$ cat src/pfc_pkg.sv
// Package for the letter-stream Playfair cipher block.
// Holds letter codes, register indexes, key-square types, reset values and queue size.
// No dependencies.
package pfc_pkg;

	localparam int LETTER_W   = 5;
	localparam int ROW_N      = 5;
	localparam int ROW_W      = LETTER_W * ROW_N;
	localparam int SIDE_DEF   = 5;
	localparam int QUEUE_DEPTH = 4;
	localparam int CFG_IDX_W  = 3;

	localparam logic [LETTER_W-1:0] CODE_X = LETTER_W'(23);
	localparam logic [LETTER_W-1:0] CODE_W = LETTER_W'(22);

	// Configuration register indexes.
	typedef enum logic [CFG_IDX_W-1:0] {
		REG_MODE = 3'd0,
		REG_ROW0 = 3'd1,
		REG_ROW1 = 3'd2,
		REG_ROW2 = 3'd3,
		REG_ROW3 = 3'd4,
		REG_ROW4 = 3'd5
	} cfg_reg_t;

	typedef logic [ROW_N-1:0][ROW_W-1:0] square_t;

	// Reset square: the alphabet without W.
	localparam square_t SQUARE_RST = {
		ROW_W'(27025076),
		ROW_W'(20530703),
		ROW_W'(15118698),
		ROW_W'(9706693),
		ROW_W'(4294688)
	};

endpackage

$ cat src/pfc_ifs.sv
// Handshake channel interfaces for the Playfair cipher block: letter input,
// result output and configuration write.
// Depends on pfc_pkg.
interface pfc_in_if import pfc_pkg::*; ();
	logic                valid;
	logic                ready;
	logic [LETTER_W-1:0] letter;
	logic                final_letter;

	modport source(output valid, letter, final_letter, input ready);
	modport sink(input valid, letter, final_letter, output ready);
endinterface

interface pfc_out_if import pfc_pkg::*; ();
	logic                valid;
	logic                ready;
	logic [LETTER_W-1:0] out_letter;
	logic                run_end;
	logic                error_flag;

	modport source(output valid, out_letter, run_end, error_flag, input ready);
	modport sink(input valid, out_letter, run_end, error_flag, output ready);
endinterface

interface pfc_cfg_if import pfc_pkg::*; ();
	logic                 valid;
	logic                 ready;
	logic [CFG_IDX_W-1:0] index;
	logic [ROW_W-1:0]     data;

	modport source(output valid, index, data, input ready);
	modport sink(input valid, index, data, output ready);
endinterface

$ cat src/pfc_front.sv
// Front end of the Playfair cipher: accepts letters, locates them in the key
// square, forms bigrams and rejections, and pushes jobs into the queue.
// Depends on pfc_pkg and pfc_ifs.
module pfc_front import pfc_pkg::*; #(
	parameter int SIDE  = SIDE_DEF,
	parameter int IDX_W = $clog2(SIDE),
	parameter int JOB_W = 3 + 4 * IDX_W
) (
	input  logic             clk,
	input  logic             arst_n,
	pfc_in_if.sink           letter_ch,
	input  logic             mode_decrypt,
	input  square_t          square,
	input  logic             q_full,
	output logic             push_valid,
	output logic [JOB_W-1:0] push_job
);

	typedef struct packed {
		logic             is_err;
		logic             dec;
		logic             last;
		logic [IDX_W-1:0] ra;
		logic [IDX_W-1:0] ca;
		logic [IDX_W-1:0] rb;
		logic [IDX_W-1:0] cb;
	} job_t;

	typedef struct packed {
		logic             found;
		logic [IDX_W-1:0] row;
		logic [IDX_W-1:0] col;
	} loc_t;

	// First match in row-major order; cells past the side never match.
	function automatic loc_t locate(input logic [LETTER_W-1:0] code, input square_t sq);
		loc_t res;
		res = '0;
		for (int r = ROW_N - 1; r >= 0; r--) begin
			for (int c = ROW_N - 1; c >= 0; c--) begin
				if (r < SIDE && c < SIDE && sq[r][LETTER_W*c +: LETTER_W] == code) begin
					res.found = 1'b1;
					res.row   = IDX_W'(r);
					res.col   = IDX_W'(c);
				end
			end
		end
		return res;
	endfunction

	function automatic job_t mk_pair(input loc_t a, input loc_t b, input logic dec,
		input logic last);
		job_t j;
		j.is_err = 1'b0;
		j.dec    = dec;
		j.last   = last;
		j.ra     = a.row;
		j.ca     = a.col;
		j.rb     = b.row;
		j.cb     = b.col;
		return j;
	endfunction

	localparam job_t ERR_JOB = '{is_err: 1'b1, dec: 1'b0, last: 1'b1,
		ra: '0, ca: '0, rb: '0, cb: '0};

	logic [LETTER_W-1:0] held_letter_q;
	loc_t                held_loc_q;
	logic                held_valid_q;
	logic                discarding_q;
	job_t                spill_q;
	logic                spill_valid_q;

	logic                acc;
	logic                fin;
	loc_t                hit;
	loc_t                xloc;
	logic                emit0;
	logic                emit1;
	job_t                job0;
	job_t                job1;
	logic [LETTER_W-1:0] n_held_letter;
	loc_t                n_held_loc;
	logic                n_held_valid;
	logic                n_discarding;

	assign letter_ch.ready = !spill_valid_q && !q_full;
	assign acc             = letter_ch.valid && letter_ch.ready;
	assign fin             = letter_ch.final_letter;
	assign hit             = locate(letter_ch.letter, square);
	assign xloc            = locate(CODE_X, square);

	// Classify the letter and decide which jobs it produces.
	always_comb begin
		emit0         = 1'b0;
		emit1         = 1'b0;
		job0          = ERR_JOB;
		job1          = ERR_JOB;
		n_held_letter = held_letter_q;
		n_held_loc    = held_loc_q;
		n_held_valid  = held_valid_q;
		n_discarding  = discarding_q;
		if (discarding_q) begin
			if (fin) begin
				emit0        = 1'b1;
				n_discarding = 1'b0;
			end
		end else if (!hit.found || (mode_decrypt && letter_ch.letter == CODE_W)
			|| (mode_decrypt && !held_valid_q && fin)
			|| (mode_decrypt && held_valid_q && letter_ch.letter == held_letter_q)
			|| (!mode_decrypt && !xloc.found && fin && !held_valid_q)
			|| (!mode_decrypt && !xloc.found && held_valid_q
				&& letter_ch.letter == held_letter_q)) begin
			// Rejection: report now on the final letter, otherwise drop until it.
			n_held_valid  = 1'b0;
			n_held_letter = '0;
			emit0         = fin;
			n_discarding  = !fin;
		end else if (mode_decrypt) begin
			if (!held_valid_q) begin
				n_held_letter = letter_ch.letter;
				n_held_loc    = hit;
				n_held_valid  = 1'b1;
			end else begin
				emit0        = 1'b1;
				job0         = mk_pair(held_loc_q, hit, 1'b1, fin);
				n_held_valid = 1'b0;
			end
		end else if (held_valid_q && letter_ch.letter == held_letter_q) begin
			// Doubled letter: pair the held one with filler; keep the new one, or pair it too if final.
			emit0 = 1'b1;
			job0  = mk_pair(held_loc_q, xloc, 1'b0, 1'b0);
			if (fin) begin
				emit1        = 1'b1;
				job1         = mk_pair(hit, xloc, 1'b0, 1'b1);
				n_held_valid = 1'b0;
			end
		end else if (held_valid_q) begin
			emit0        = 1'b1;
			job0         = mk_pair(held_loc_q, hit, 1'b0, fin);
			n_held_valid = 1'b0;
		end else if (fin) begin
			emit0 = 1'b1;
			job0  = mk_pair(hit, xloc, 1'b0, 1'b1);
		end else begin
			n_held_letter = letter_ch.letter;
			n_held_loc    = hit;
			n_held_valid  = 1'b1;
		end
	end

	// A spilled second job goes first; new letters wait until it is pushed.
	assign push_valid = spill_valid_q || (acc && emit0);
	assign push_job   = spill_valid_q ? JOB_W'(spill_q) : JOB_W'(job0);

	// Message state.
	always_ff @(posedge clk or negedge arst_n) begin
		if (!arst_n) begin
			held_valid_q  <= 1'b0;
			discarding_q  <= 1'b0;
			held_letter_q <= '0;
			held_loc_q    <= '0;
		end else if (acc) begin
			held_valid_q  <= n_held_valid;
			discarding_q  <= n_discarding;
			held_letter_q <= n_held_letter;
			held_loc_q    <= n_held_loc;
		end
	end

	// Spill register for the second job of a doubled final letter.
	always_ff @(posedge clk or negedge arst_n) begin
		if (!arst_n) begin
			spill_valid_q <= 1'b0;
		end else if (acc && emit1) begin
			spill_valid_q <= 1'b1;
		end else if (spill_valid_q && !q_full) begin
			spill_valid_q <= 1'b0;
		end
	end

	always_ff @(posedge clk) begin
		if (acc && emit1) begin
			spill_q <= job1;
		end
	end

endmodule

$ cat src/pfc_queue.sv
// Short job queue between the front end and the back end of the Playfair cipher.
// One push per cycle unless full and one pop unless empty; read data comes straight from the head entry.
// Depends on pfc_pkg.
module pfc_queue import pfc_pkg::*; #(
	parameter int DATA_W = 8,
	parameter int DEPTH  = QUEUE_DEPTH
) (
	input  logic              clk,
	input  logic              arst_n,
	input  logic              push,
	input  logic [DATA_W-1:0] push_data,
	input  logic              pop,
	output logic              full,
	output logic              not_empty,
	output logic [DATA_W-1:0] head
);

	localparam int PTR_W = (DEPTH > 1) ? $clog2(DEPTH) : 1;
	localparam int CNT_W = $clog2(DEPTH + 1);

	logic [DATA_W-1:0] mem_q [DEPTH];
	logic [PTR_W-1:0]  wr_ptr_q;
	logic [PTR_W-1:0]  rd_ptr_q;
	logic [CNT_W-1:0]  count_q;
	logic              do_push;
	logic              do_pop;

	assign full      = (count_q == CNT_W'(DEPTH));
	assign not_empty = (count_q != '0);
	assign head      = mem_q[rd_ptr_q];
	assign do_push   = push && !full;
	assign do_pop    = pop && not_empty;

	function automatic logic [PTR_W-1:0] bump(input logic [PTR_W-1:0] p);
		return (p == PTR_W'(DEPTH - 1)) ? '0 : p + PTR_W'(1);
	endfunction

	// Pointers and fill count.
	always_ff @(posedge clk or negedge arst_n) begin
		if (!arst_n) begin
			wr_ptr_q <= '0;
			rd_ptr_q <= '0;
			count_q  <= '0;
		end else begin
			if (do_push) begin
				wr_ptr_q <= bump(wr_ptr_q);
			end
			if (do_pop) begin
				rd_ptr_q <= bump(rd_ptr_q);
			end
			if (do_push && !do_pop) begin
				count_q <= count_q + CNT_W'(1);
			end else if (do_pop && !do_push) begin
				count_q <= count_q - CNT_W'(1);
			end
		end
	end

	// Entry storage.
	always_ff @(posedge clk) begin
		if (do_push) begin
			mem_q[wr_ptr_q] <= push_data;
		end
	end

endmodule

$ cat src/pfc_back.sv
// Back end of the Playfair cipher: applies the row, column or rectangle rule to
// a queued bigram and sends its two letters, or an error result, one per transfer.
// Depends on pfc_pkg and pfc_ifs.
module pfc_back import pfc_pkg::*; #(
	parameter int SIDE  = SIDE_DEF,
	parameter int IDX_W = $clog2(SIDE),
	parameter int JOB_W = 3 + 4 * IDX_W
) (
	input  logic             clk,
	input  logic             arst_n,
	input  square_t          square,
	input  logic             q_not_empty,
	input  logic [JOB_W-1:0] q_head,
	output logic             pop,
	pfc_out_if.source        result_ch
);

	typedef struct packed {
		logic             is_err;
		logic             dec;
		logic             last;
		logic [IDX_W-1:0] ra;
		logic [IDX_W-1:0] ca;
		logic [IDX_W-1:0] rb;
		logic [IDX_W-1:0] cb;
	} job_t;

	function automatic logic [IDX_W-1:0] step(input logic [IDX_W-1:0] i, input logic dec);
		logic [IDX_W-1:0] res;
		if (dec) begin
			res = (i == '0) ? IDX_W'(SIDE - 1) : i - IDX_W'(1);
		end else begin
			res = (i == IDX_W'(SIDE - 1)) ? '0 : i + IDX_W'(1);
		end
		return res;
	endfunction

	// Cells outside the stored rows read as code zero.
	function automatic logic [LETTER_W-1:0] cell_code(input logic [IDX_W-1:0] r,
		input logic [IDX_W-1:0] c, input square_t sq);
		logic [LETTER_W-1:0] res;
		res = '0;
		for (int rr = 0; rr < ROW_N; rr++) begin
			for (int cc = 0; cc < ROW_N; cc++) begin
				if (r == IDX_W'(rr) && c == IDX_W'(cc)) begin
					res = sq[rr][LETTER_W*cc +: LETTER_W];
				end
			end
		end
		return res;
	endfunction

	job_t                job;
	logic [IDX_W-1:0]    ra;
	logic [IDX_W-1:0]    ca;
	logic [IDX_W-1:0]    rb;
	logic [IDX_W-1:0]    cb;
	logic [LETTER_W-1:0] code_a;
	logic [LETTER_W-1:0] code_b;
	logic                out_free;

	logic                ovalid_q;
	logic [LETTER_W-1:0] olet_q;
	logic                oend_q;
	logic                oerr_q;
	logic                pend_q;
	logic [LETTER_W-1:0] pend_let_q;
	logic                pend_end_q;

	assign job = job_t'(q_head);

	// Playfair rule on the two cell positions.
	always_comb begin
		ra = job.ra;
		ca = job.ca;
		rb = job.rb;
		cb = job.cb;
		if (job.ra == job.rb) begin
			ca = step(job.ca, job.dec);
			cb = step(job.cb, job.dec);
		end else if (job.ca == job.cb) begin
			ra = step(job.ra, job.dec);
			rb = step(job.rb, job.dec);
		end else begin
			ca = job.cb;
			cb = job.ca;
		end
	end

	assign code_a   = cell_code(ra, ca, square);
	assign code_b   = cell_code(rb, cb, square);
	assign out_free = !ovalid_q || result_ch.ready;
	assign pop      = out_free && !pend_q && q_not_empty;

	assign result_ch.valid      = ovalid_q;
	assign result_ch.out_letter = olet_q;
	assign result_ch.run_end    = oend_q;
	assign result_ch.error_flag = oerr_q;

	// Output register control: second letter of a bigram goes before the next job.
	always_ff @(posedge clk or negedge arst_n) begin
		if (!arst_n) begin
			ovalid_q <= 1'b0;
			pend_q   <= 1'b0;
		end else if (out_free) begin
			if (pend_q) begin
				ovalid_q <= 1'b1;
				pend_q   <= 1'b0;
			end else if (q_not_empty) begin
				ovalid_q <= 1'b1;
				pend_q   <= !job.is_err;
			end else begin
				ovalid_q <= 1'b0;
			end
		end
	end

	// Output payload and the held second letter.
	always_ff @(posedge clk) begin
		if (out_free) begin
			if (pend_q) begin
				olet_q <= pend_let_q;
				oend_q <= pend_end_q;
				oerr_q <= 1'b0;
			end else if (q_not_empty) begin
				if (job.is_err) begin
					olet_q <= '0;
					oend_q <= 1'b1;
					oerr_q <= 1'b1;
				end else begin
					olet_q     <= code_a;
					oend_q     <= 1'b0;
					oerr_q     <= 1'b0;
					pend_let_q <= code_b;
					pend_end_q <= job.last;
				end
			end
		end
	end

endmodule

$ cat src/playfair_stream_cipher.sv
// Playfair cipher on a letter stream, top level with the configuration registers.
// A bigram's job enters the queue as its completing letter is accepted, a spilled
// job later; the back end then sends its first letter and then its second. Letters
// are accepted one per cycle while the queue is not full and no spilled job waits;
// results go out one per cycle while the output is ready. Reset clears the mode to
// encrypt, loads the default key square, empties the held letter, queue and output.
module playfair_stream_cipher import pfc_pkg::*; #(
	parameter int SIDE = SIDE_DEF
) (
	input  logic      clk,
	input  logic      arst_n,
	pfc_in_if.sink    letter_ch,
	pfc_out_if.source result_ch,
	pfc_cfg_if.sink   cfg
);

	localparam int IDX_W = $clog2(SIDE);
	localparam int JOB_W = 3 + 4 * IDX_W;

	logic             mode_decrypt_q;
	square_t          square_q;
	logic             push_valid;
	logic [JOB_W-1:0] push_job;
	logic             q_full;
	logic             q_not_empty;
	logic [JOB_W-1:0] q_head;
	logic             pop;

	assign cfg.ready = 1'b1;

	// Configuration register writes.
	always_ff @(posedge clk or negedge arst_n) begin
		if (!arst_n) begin
			mode_decrypt_q <= 1'b0;
			square_q       <= SQUARE_RST;
		end else if (cfg.valid) begin
			unique case (cfg_reg_t'(cfg.index))
				REG_MODE: mode_decrypt_q <= cfg.data[0];
				REG_ROW0: square_q[0]    <= cfg.data;
				REG_ROW1: square_q[1]    <= cfg.data;
				REG_ROW2: square_q[2]    <= cfg.data;
				REG_ROW3: square_q[3]    <= cfg.data;
				REG_ROW4: square_q[4]    <= cfg.data;
				default: ;
			endcase
		end
	end

	pfc_front #(
		.SIDE  (SIDE),
		.IDX_W (IDX_W),
		.JOB_W (JOB_W)
	) u_front (
		.clk          (clk),
		.arst_n       (arst_n),
		.letter_ch    (letter_ch),
		.mode_decrypt (mode_decrypt_q),
		.square       (square_q),
		.q_full       (q_full),
		.push_valid   (push_valid),
		.push_job     (push_job)
	);

	pfc_queue #(
		.DATA_W (JOB_W),
		.DEPTH  (QUEUE_DEPTH)
	) u_queue (
		.clk       (clk),
		.arst_n    (arst_n),
		.push      (push_valid),
		.push_data (push_job),
		.pop       (pop),
		.full      (q_full),
		.not_empty (q_not_empty),
		.head      (q_head)
	);

	pfc_back #(
		.SIDE  (SIDE),
		.IDX_W (IDX_W),
		.JOB_W (JOB_W)
	) u_back (
		.clk         (clk),
		.arst_n      (arst_n),
		.square      (square_q),
		.q_not_empty (q_not_empty),
		.q_head      (q_head),
		.pop         (pop),
		.result_ch   (result_ch)
	);

endmodule

$ cat src/flat_wrapper.sv
// flat-port wrapper written by rule: the top's interface ports become plain ports
module playfair_stream_cipher_flat import pfc_pkg::*;
#(
	parameter int SIDE = SIDE_DEF
)
  (clk, arst_n, letter_ch_valid, letter_ch_letter, letter_ch_final_letter, letter_ch_ready, result_ch_valid, result_ch_out_letter, result_ch_run_end, result_ch_error_flag, result_ch_ready, cfg_valid, cfg_index, cfg_data, cfg_ready);
  pfc_in_if letter_ch_i ();
  pfc_out_if result_ch_i ();
  pfc_cfg_if cfg_i ();
  input  logic clk;
  input  logic arst_n;
  input wire logic [$bits(letter_ch_i.valid)-1:0] letter_ch_valid;
  input wire logic [$bits(letter_ch_i.letter)-1:0] letter_ch_letter;
  input wire logic [$bits(letter_ch_i.final_letter)-1:0] letter_ch_final_letter;
  output wire logic [$bits(letter_ch_i.ready)-1:0] letter_ch_ready;
  output wire logic [$bits(result_ch_i.valid)-1:0] result_ch_valid;
  output wire logic [$bits(result_ch_i.out_letter)-1:0] result_ch_out_letter;
  output wire logic [$bits(result_ch_i.run_end)-1:0] result_ch_run_end;
  output wire logic [$bits(result_ch_i.error_flag)-1:0] result_ch_error_flag;
  input wire logic [$bits(result_ch_i.ready)-1:0] result_ch_ready;
  input wire logic [$bits(cfg_i.valid)-1:0] cfg_valid;
  input wire logic [$bits(cfg_i.index)-1:0] cfg_index;
  input wire logic [$bits(cfg_i.data)-1:0] cfg_data;
  output wire logic [$bits(cfg_i.ready)-1:0] cfg_ready;
  assign letter_ch_i.valid = letter_ch_valid;
  assign letter_ch_i.letter = letter_ch_letter;
  assign letter_ch_i.final_letter = letter_ch_final_letter;
  assign letter_ch_ready = letter_ch_i.ready;
  assign result_ch_valid = result_ch_i.valid;
  assign result_ch_out_letter = result_ch_i.out_letter;
  assign result_ch_run_end = result_ch_i.run_end;
  assign result_ch_error_flag = result_ch_i.error_flag;
  assign result_ch_i.ready = result_ch_ready;
  assign cfg_i.valid = cfg_valid;
  assign cfg_i.index = cfg_index;
  assign cfg_i.data = cfg_data;
  assign cfg_ready = cfg_i.ready;
  playfair_stream_cipher #(.SIDE(SIDE)) u_core (.clk(clk), .arst_n(arst_n), .letter_ch(letter_ch_i), .result_ch(result_ch_i), .cfg(cfg_i));
endmodule
$ cat config.mk
export PLATFORM = sky130hd
export DESIGN_NAME = playfair_stream_cipher_flat
export DESIGN_NICKNAME = d
export VERILOG_FILES = /design/src/pfc_pkg.sv /design/src/pfc_ifs.sv /design/src/pfc_front.sv /design/src/pfc_queue.sv /design/src/pfc_back.sv /design/src/playfair_stream_cipher.sv /design/src/flat_wrapper.sv
export SDC_FILE = /design/constraint.sdc
export NUM_CORES = 1
export LEC_CHECK = 0
export BUFFER_PORTS_ARGS = -buffer_cell sky130_fd_sc_hd__buf_4
export CAP_MARGIN = 10
export CORE_MARGIN = 2
export CORE_UTILIZATION = 55
export CTS_CLUSTER_SIZE = 28
export DETAILED_ROUTE_END_ITERATION = 12
export GPL_ROUTABILITY_DRIVEN = 1
export PLACE_DENSITY = 0.73
export SYNTH_ARGS = -nofsm -noshare
export SYNTH_HDL_FRONTEND = slang
export SYNTH_HIERARCHICAL = 1
export SYNTH_SLANG_ARGS = --single-unit
$ cat constraint.sdc
create_clock -name clk -period 5.6 [get_ports clk]
set_clock_uncertainty 0.2 [all_clocks]
set_input_delay 0.84 -clock clk [delete_from_list [all_inputs] [get_ports clk]]
set_output_delay 0.84 -clock clk [all_outputs]
set_load 0.05 [all_outputs]
==> metrics.yaml <==
r2r_start: "u_core/u_queue/rd_ptr_q[0]$_DFFE_PN0P_"
internal-power_mw: 5.880
holdBufCountCts: 0
die_area_um2: 30750
drt_wl_total_mm: 59.95
register_area_um2: 6379
slowest_stage: "mux4_1"
slew_viol_final: 0
final_cells: 1951
synth-seq-cells: 235
clock_latency_ps: 550
crit_start: "u_core/u_queue/rd_ptr_q[0]$_DFFE_PN0P_"
coreArea_um2: 28780
htree_levels: 1
synth_area_leaders: "edfxtp_1 (16%), dfrtp_1 (15%), dfstp_2 (8.8%)"
critPathKind: "reg2reg"
clock_path_buffers: 3
sequentialPowerShare_pct: 26.7
fp.dieH_um: 175.4
viasPerCell: 7.062
grt_use_total_pct: 38.75
critPathRequiredTime_ps: 5790
postCtsSetupRepairBufs: 0
synth_top_area_share_pct: 15.99
power.total_mw: 11.51
hold_path_class: "in2async"
rsz0062_at_grt: "false"
drive_gt1_share_pct: 25.90
worst_setup_path_start_kind: "flop"
crit_chain: "buf_4, mux4_1, inv_1, ha_1, ha_1, mux2i_1, a2111o_1, o31ai_1, buf_4, nand2_1, a31oi_1, a2bb2oi_1, o31ai_1, a22oi_1"
outcome: "complete, no violations"
final_nets: 1605
cts_tree: "built"
synth_top_flop_cell: "dfrtp_1"
cts_made_buffers: 25
maxCapViolCount: 0
critPathBufInv: 3
p_switching_mw: 5.633
start_util_pct: 56.11
fp-row-count: 62
antenna_found_initial: 4
async_flop_share_pct: 63.40
fillerInstances: 2367
p_leak_nw: 6.826
critPathMaxFanout: 11
finalSetupViolations: 0
synth_warnings: 6
grt_pass1_wl_mm: 87.52
ir_drop_mv: 0.4239
clock-root-buffer: "clkbuf_16"
dp.cells: 1902
fmax_ghz: 0.1922
finalHoldViolCount: 0
yosys.area.top_type: "edfxtp_1"
grt-ovfl-total: 0
cts-resized-gates: 0
clkPwrFrac_pct: 15.0
drtAntennaViolNets: 0
switching_share_pct: 48.93
io_pins: 49
post_synth_instance_area_um2: 16150
powerDensity_nw_per_um2: 651.6
drt_iter0_markers: 2074
synth_nets: 1559
hpwl_mm: 44.90
critPathCaptureType: "flop"
areaGrowthSynthToFinish_pct: 9.406
die_x_um: 175.4
drc: 0
ys_types: 114
layout_worst_path_cycle_share_pct: 92.93
post_drt_wl_per_cell_um: 30.73
syn_avg_cell_area_um2: 10.77
grt_max_degree: 106
cts.sinks: 235
cp_top_family: "compound AO/OA/AOI/OAI gates"
clk_pin_slew_ps: 70
slew_headroom_pct: 22.02
tightest_slew_ps: 1165
tns_ps: 0
num_vias: 13777
arrival_ps: 5390
portBuffers: 47
synth_edf_count: 86
place_congestion: 1.140
combPwrFrac_pct: 58.3
post-route-min-period_ps: 5204
grt_pass1_vias: 13080
drt-pass1-iter-count: 7
yosysSeqAreaShare_pct: 39.50
syn_inst: 1499
cp_slowest_stage_delay_ps: 760
multiInputGateArea_um2: 9034
## kinds of logic after synthesis
family	after synthesis	share of synthesized area (%)
simple gates	453	15.74
compound gates	353	15.97
flops	235	39.50
mux	178	14.70
xor+xnor	143	7.802
buf+inv	115	4.594
fa+ha+maj	21	1.674
other cells	1	0.02322
## metal layers
layer	up-vias	track usage, %	part of all wire [%]
met1	6853	55.87	41
li1	5799	-	-
met3	165	7.446	11
met2	960	57.58	43
met5	-	0	0
met4	0	15.59	4.7
## registers in the layout, summed over array words and instances (netlist names), 2 cells and up
register and flops:
u_core/square_q 125, u_core/u_queue/wr_ptr_q 2, u_core/u_front/held_loc_q 6, u_core/u_back/pend_let_q 5
u_core/u_front/spill_q 13, u_core/u_queue/mem_q 60, u_core/u_queue/count_q 3, u_core/u_back/result_ch.out_letter 5
u_core/u_front/held_letter_q 5, u_core/u_queue/rd_ptr_q 2
## final cells by class
class	instances	area share [%]
Clock buffer	29	3.796
Inverter	33	0.7011
Tap cell	384	2.719
Timing Repair Buffer	101	4.384
Clock inverter	17	1.126
Multi-Input combinational cell	1149	51.13
Sequential cell	235	36.10
Antenna cell	3	0.04249
## worst paths after layout
kind | cells past startpoint | end | slack, ps
worst max register to register | 14 | u_core/u_back/pend_let_q[0]$_DFFE_PP_ | 400
max in group asynchronous | 2 | u_core/square_q[15]$_DFFE_PN1P_ | 3770
min in group clk | 1 | u_core/u_queue/count_q[2]$_DFFE_PN0P_ | 310
worst max-delay path | 14 | u_core/u_back/pend_let_q[0]$_DFFE_PP_ | 400
worst min register to register | 1 | u_core/u_queue/count_q[2]$_DFFE_PN0P_ | 310
worst min-delay path | 1 | u_core/mode_decrypt_q$_DFFE_PN0P_ | 220
## power groups by stage
stage	combinational (mW)	sequential, mW	clock [mW]
3_3_place_gp	6.37	3.04	0
4_1_cts	6.46	3.02	1.74
6_report	6.71	3.08	1.72
3_5_place_dp	6.43	3.04	0
5_1_grt	7.08	3.08	1.81
2_1_floorplan	4.48	2.72	0
## worst register-to-register path: stages, from the launching register on
cell	delay, ps
dfrtp_1	700
buf_4	250
mux4_1	760
inv_1	260
ha_1	250
ha_1	230
mux2i_1	130
a2111o_1	510
o31ai_1	530
buf_4	310
nand2_1	90
a31oi_1	260
a2bb2oi_1	210
o31ai_1	140
a22oi_1	210
## stage by stage
stage | instance area [um^2] | util, % | worst slack, ps | hold slack, ps
2_1_floorplan | 16150 | - | 1183 | 264.5
3_3_place_gp | 16790 | 58.34 | 380.7 | 289.8
3_5_place_dp | 16790 | 58.34 | 292.8 | 296.0
4_1_cts | 17660 | 61.36 | 517.7 | 288.9
5_1_grt | 17670 | 61.38 | 147.6 | 329.9
6_report | 17670 | 61.39 | 395.9 | 222.3
## layout by cell type (no fill, tap or decap), types with 10 or more instances in the layout
master / instances
nand2_1: 86
nor3b_1: 10
nor3_1: 49
nand4_1: 31
edfxtp_1: 86
nand3_1: 51
mux2i_1: 20
xor2_1: 67
or2_2: 11
a22oi_1: 31
a221oi_1: 12
nor4_1: 17
o31ai_1: 24
o22ai_1: 30
mux4_2: 14
buf_4: 99
a21oi_1: 41
o21ai_0: 52
inv_1: 33
dfstp_2: 54
clkbuf_16: 25
mux2_2: 90
xnor2_1: 75
a31oi_1: 19
mux2_4: 51
a22o_1: 22
ha_1: 20
nor2b_1: 33
nor2_1: 77
dfrtp_1: 95
## Yosys cell counts, types with 10 or more instances
master and instances:
dfrtp_1 95, a22o_1 22, edfxtp_1 86, buf_2 23, nor2_1 77, nand2_1 86
mux2_4 51, nor3b_1 10, nor2b_1 33, dfstp_2 54, nor3_1 49, nand3_1 51
mux2_2 90, nand4_1 31, nor4_1 17, xor2_1 67, clkbuf_1 21, mux4_2 14
a22oi_1 31, ha_1 20, inv_1 33, o21ai_0 52, mux2i_1 20, or2_2 11
a21oi_1 41, a31oi_1 19, o31ai_1 25, o22ai_1 30, buf_6 24, a221oi_1 12
xnor2_1 75
Note: power is estimated with default switching activity, not from simulation.
